## src/design/ptt_pkg.sv

```systemverilog
// ----------------------------------------------------------------------------
// Periodic task timer table: package
// Field widths, operation and result codes, slot entry type.
// ----------------------------------------------------------------------------
`timescale 1ns / 1ps
`default_nettype none

package ptt_pkg;

   localparam int FUNC_W      = 2;
   localparam int TICKS_W     = 16;
   localparam int SLOT_W      = 4;
   localparam int KIND_W      = 3;
   localparam int PEND_W      = 8;
   localparam int MAX_RESULTS = 16;
   localparam int RES_CNT_W   = 5;

   localparam logic [PEND_W-1:0] PEND_MAX = '1;

   typedef enum logic [FUNC_W-1:0] {
      FUNC_ADD      = 2'd0,
      FUNC_DELETE   = 2'd1,
      FUNC_TICK     = 2'd2,
      FUNC_DISPATCH = 2'd3
   } func_type;

   typedef enum logic [KIND_W-1:0] {
      KIND_ADDED   = 3'd0,
      KIND_FULL    = 3'd1,
      KIND_DELETED = 3'd2,
      KIND_BAD     = 3'd3,
      KIND_TICK    = 3'd4,
      KIND_RUN     = 3'd5,
      KIND_NONE    = 3'd6
   } kind_type;

   typedef struct packed {
      logic                valid;
      logic [TICKS_W-1:0]  delay_left;
      logic [TICKS_W-1:0]  reload_period;
      logic [PEND_W-1:0]   pending_runs;
   } slot_entry_type;

endpackage

`default_nettype wire

```

## src/design/ptt_cell.sv

```systemverilog
// ----------------------------------------------------------------------------
// Periodic task timer table: slot cell
// Holds one slot entry; loads its neighbor's entry when the ring shifts.
// ----------------------------------------------------------------------------
`timescale 1ns / 1ps
`default_nettype none

module ptt_cell
   import ptt_pkg::*;
(
   input  wire logic           clock,
   input  wire logic           reset,
   input  wire logic           shift_en,
   input  wire slot_entry_type next_entry,
   output slot_entry_type      entry
);

   slot_entry_type entry_ff;
   slot_entry_type entry_in;

   assign entry_in = shift_en ? next_entry : entry_ff;
   assign entry    = entry_ff;

   always_ff @(posedge clock) begin
      if (reset) begin
         entry_ff <= '0;
      end else begin
         entry_ff <= entry_in;
      end
   end

endmodule

`default_nettype wire

```

## src/design/ptt_ring.sv

```systemverilog
// ----------------------------------------------------------------------------
// Periodic task timer table: slot ring
// Chain of slot cells; each shift moves every entry one cell toward the head
// and loads the updated head entry into the tail cell.
// ----------------------------------------------------------------------------
`timescale 1ns / 1ps
`default_nettype none

module ptt_ring
   import ptt_pkg::*;
#(
   parameter int SLOTS = 16
) (
   input  wire logic           clock,
   input  wire logic           reset,
   input  wire logic           shift_en,
   input  wire slot_entry_type tail_entry,
   output slot_entry_type      head_entry
);

   slot_entry_type cell_out [SLOTS];

   for (genvar i = 0; i < SLOTS; i++) begin : g_cell
      slot_entry_type feed;
      if (i == SLOTS - 1) begin : g_tail
         assign feed = tail_entry;
      end else begin : g_mid
         assign feed = cell_out[i+1];
      end
      ptt_cell u_cell (
         .clock      (clock),
         .reset      (reset),
         .shift_en   (shift_en),
         .next_entry (feed),
         .entry      (cell_out[i])
      );
   end

   assign head_entry = cell_out[0];

endmodule

`default_nettype wire

```

## config.mk

```make
export PLATFORM = sky130hd
export DESIGN_NAME = ptt_ring
export DESIGN_NICKNAME = d
export VERILOG_FILES = /design/src/design/ptt_pkg.sv /design/src/design/ptt_cell.sv /design/src/design/ptt_ring.sv
export SDC_FILE = /design/constraint.sdc
export NUM_CORES = 1
export LEC_CHECK = 0
export ABC_CLOCK_PERIOD_IN_PS = 1400
export BUFFER_PORTS_ARGS = -buffer_cell sky130_fd_sc_hd__buf_4
export CAP_MARGIN = 25
export CORE_MARGIN = 4
export CORE_UTILIZATION = 61
export DETAILED_ROUTE_END_ITERATION = 8
export PLACE_DENSITY = 0.77
export SYNTH_ARGS = -nofsm -noshare
export SYNTH_HDL_FRONTEND = slang
export SYNTH_SLANG_ARGS = --single-unit
```

## constraint.sdc

```tcl
create_clock -name clock -period 1.4 [get_ports clock]
set_input_delay 0.35 -clock clock [delete_from_list [all_inputs] [get_ports clock]]
set_output_delay 0.35 -clock clock [all_outputs]
set_load 0.03 [all_outputs]
```

* Yosys cells after proc, flatten, opt, wreduce, memory -nomap -nowiden
Index checks and enable logic that the tools add are counted.
** Word-level totals
- Logic and storage cells :: 64
- Bits in registers :: 656

* Logic depth before layout (Yosys ltp)
- Depth in word-level cells :: 0
- Depth in mapped cells :: 5
- Gate-level depth less buffers :: 2

* Cells and area by module
From an unflattened synthesis, not the netlist that was laid out.
** Unflattened totals
- Cell total of the unflattened synthesis :: 2128
- Area total of the unflattened synthesis :: 24123.1 um^2
** Modules (own cells, without submodules)
- ptt_cell :: sequential area each 820.8 um^2, cells each 133, area an instance 1507.7 um^2, instances 16

* Least setup slack after synthesis
OpenSTA, ideal clock, no wires.
- Path type :: input to register
- Start :: input shift_en
- End :: register g_cell[0].u_cell.entry_ff (netlist bit g_cell[0].u_cell.entry[10])
- Required time :: 1.272 ns
- Path buffers :: 3
- Arrival time :: 1.046 ns
- Path slack :: 0.226 ns
- Cell stages on the path :: 5
- Cells stage by stage :: buf_6 buf_8 buf_8 mux2i_1 nor2_1
** RTL lines
- start: declaration :: line ptt_ring.sv:16 : input wire logic shift_en,
- end signal: assignment :: line ptt_cell.sv:28 : entry_ff <= entry_in;
- end: declaration :: line ptt_cell.sv:18 : slot_entry_type entry_ff;

* Worst setup path in the final report
- Start :: register g_cell[0].u_cell.entry_ff (netlist bit g_cell[0].u_cell.entry[13])
- End :: output head_entry[13] in the netlist's numbering
** RTL lines
- end: declaration :: line ptt_ring.sv:18 : output slot_entry_type head_entry
No word-level cell between the ends.

==> flow_summary.yaml <==
run_status:
  status: "finished, violations left"
  violations: "negative setup slack"
clock_tree:
  clock_latency_ns: 0.57
  htreeDepth: 3
  cts-buffers-inserted: 66
  clock_sinks: 656
  root_buffer: "clkbuf_16"
  cts_tree: "done"
  clk_pin_slew_ns: 0.06
  cts_max_path_buffers: 3
global_route:
  first_global_vias: 14590
  grt_max_degree: 89
  grt_pass1_wl_um: 71270
  gr-total-overflow: 0
  track_usage: 0.2005
  antenna_found_initial: 0
synthesis:
  netlist.area_leader.share: 0.5558
  ys_warn_count: 0
  ys_ff_latch: 656
  syn_inst: 2114
  synth_area_mm2: 0.02363
  synth_area_leader_cell: "dfxtp_1"
  syn-num-nets: 2158
  syn_area_per_cell_um2: 11.18
  yosysSeqAreaShare: 0.5558
  synthTopCellsByArea: "dfxtp_1 56%, mux2i_1 28%, nor2_1 10%"
  ys_types: 10
detailed_routing:
  ant_nets: 0
  routedWlPerCell_um: 14.88
  routed_wl_um: 41450
  via_per_inst: 5.170
  drc_errors: 0
  vias: 14400
  drt_iter0_markers: 731
  drt_pass1_iterations: 4
timing:
  rsz0062_at_grt: "true"
  post-route-period-util: 1.009
  period_minus_slack_ns: 1.413
  slew_headroom: 0.7196
  slew_viol_final: 0
  max_freq_mhz: 707.6
  finalSetupViolCount: 5
  finalClockSkew_ns: 0.01836
  holdWs_ns: 0.02779
  tightest_slew_ns: 0.4206
  fin_ws_ns: -0.01316
  hold_viol_final: 0
final_layout:
  drive_above_1_share: 0.1341
  nFillCells: 2603
  final_cells: 2785
  fin_nets: 2276
  largest_register_ffs: 656
  num_antenna_cells: 0
  finalInstanceArea_mm2: 0.02718
  final_cell_mix: "656 x mux2i_1, 656 x nor2_1, 615 x dfxtp_1, 89 x buf_4, 69 x clkbuf_16"
  area_growth_pct: 15.02
worst_setup_path:
  cp_slowest_cell: "dfxtp_2"
  crit_start: "g_cell[0].u_cell.entry[13]"
  arrival_ns: 1.06
  path_buf_inv: 1
  crit_type: "reg2out"
  crit_family: "flip-flops"
  crit_path_end_kind: "primary output"
  rr_startpoint: "g_cell[0].u_cell.entry[8]"
  cp_cell_sequence: "buf_6"
  path_max_fanout: 2
  crit_required_ns: 1.05
  critPathMaxStageDelay_ns: 0.35
  cp-start-kind: "flip-flop"
min_path:
  min_from: "tail_entry[1]"
  hold_class: "in2reg"
placement:
  port-buffer-count: 84
  place_ws_ns: 0.0009430
  hpwl_um: 26810
  post_dp_cell_area_mm2: 0.02456
  placedCellCount: 2641
  place.gp.congestion: 0.7269
pwr:
  leakagePower_nw: 12.31
  ir_drop_mv: 1.158
  p_per_area_mw_per_mm2: 1389
  total_power_mw: 37.74
floorplan:
  rows: 71
  initial_core_util: 0.6229
  die_y_um: 204.8
  core_region_area_mm2: 0.03793
  die-area_mm2: 0.04195
  die_w_um: 204.8
  io_pins: 85
run:
  maxCapViolCount: 0
==> area by class of cell <==
| type | instances | area (um^2) | area share |
|---|---|---|---|
| sequential | 656 | 13180 | 0.4851 |
| timing repair buffer | 196 | 2221 | 0.08172 |
| clock inverter | 11 | 165.2 | 0.006077 |
| tap | 511 | 639.4 | 0.02353 |
| clock buffer | 99 | 1939 | 0.07136 |
| multi-input combinational | 1312 | 9029 | 0.3322 |
==> cells in the mapped netlist <==
| master | n |
|---|---|
| buf_6 | 1 |
| buf_12 | 6 |
| buf_1 | 4 |
| clkbuf_1 | 7 |
| nor2_1 | 656 |
| mux2i_1 | 656 |
| dfxtp_1 | 656 |
| buf_4 | 1 |
| buf_2 | 62 |
| buf_8 | 65 |
==> power by group <==
group / switching [mW] / internal (mW)
sequential: 0.0947 / 18.8
clock: 6.78 / 10.3
combinational: 0.923 / 0.862
==> metal layers <==
| metal | track usage | up-vias | share of wire |
|---|---|---|---|
| li1 | - | 7333 | - |
| met1 | 0.2626 | 6833 | 0.46 |
| met2 | 0.3414 | 154 | 0.49 |
| met3 | 0.03609 | 79 | 0.027 |
| met4 | 0.05982 | 0 | 0.025 |
| met5 | 0 | - | 0 |
==> what timing repair did <==
| item | CTS | global route |
|---|---|---|
| setup buffers | 9 | 3 |
| endpoints found under the setup margin | 41 | 41 |
| resized for setup | 82 | 0 |
| hold buffers | 22 | 0 |
| hold endpoints to repair | 22 | 0 |
==> path summary, 6_finish.rpt <==
check / endpoint / slack, ns / cells after the start
worst max-delay path: head_entry[13] / -0.01 / 1
worst min-delay path: g_cell[15].u_cell.entry[1] / 0.03 / 3
worst max register to register: g_cell[0].u_cell.entry[8] / 0.60 / 3
worst min register to register: g_cell[4].u_cell.entry[4] / 0.49 / 2
==> cells by family (layout without fill, tap and decap cells) <==
kind of cell | after synthesis | count (layout) | synth area share
AND/OR/NAND/NOR | 656 | 656 | 0.1042
multiplexers | 656 | 656 | 0.2779
flip-flops | 656 | 656 | 0.5558
buffers and inverters | 146 | 306 | 0.06206
==> stage by stage <==
| stage | util | setup TNS, ns |
|---|---|---|
| global route | 0.7165 | -1.142 |
| global placement | 0.6474 | 0 |
| CTS | 0.7159 | -0.6465 |
| detailed placement | 0.6474 | 0 |
| floorplan | - | 0 |
| finish | 0.7165 | -0.03294 |
Power figures use the tool's default switching activity.
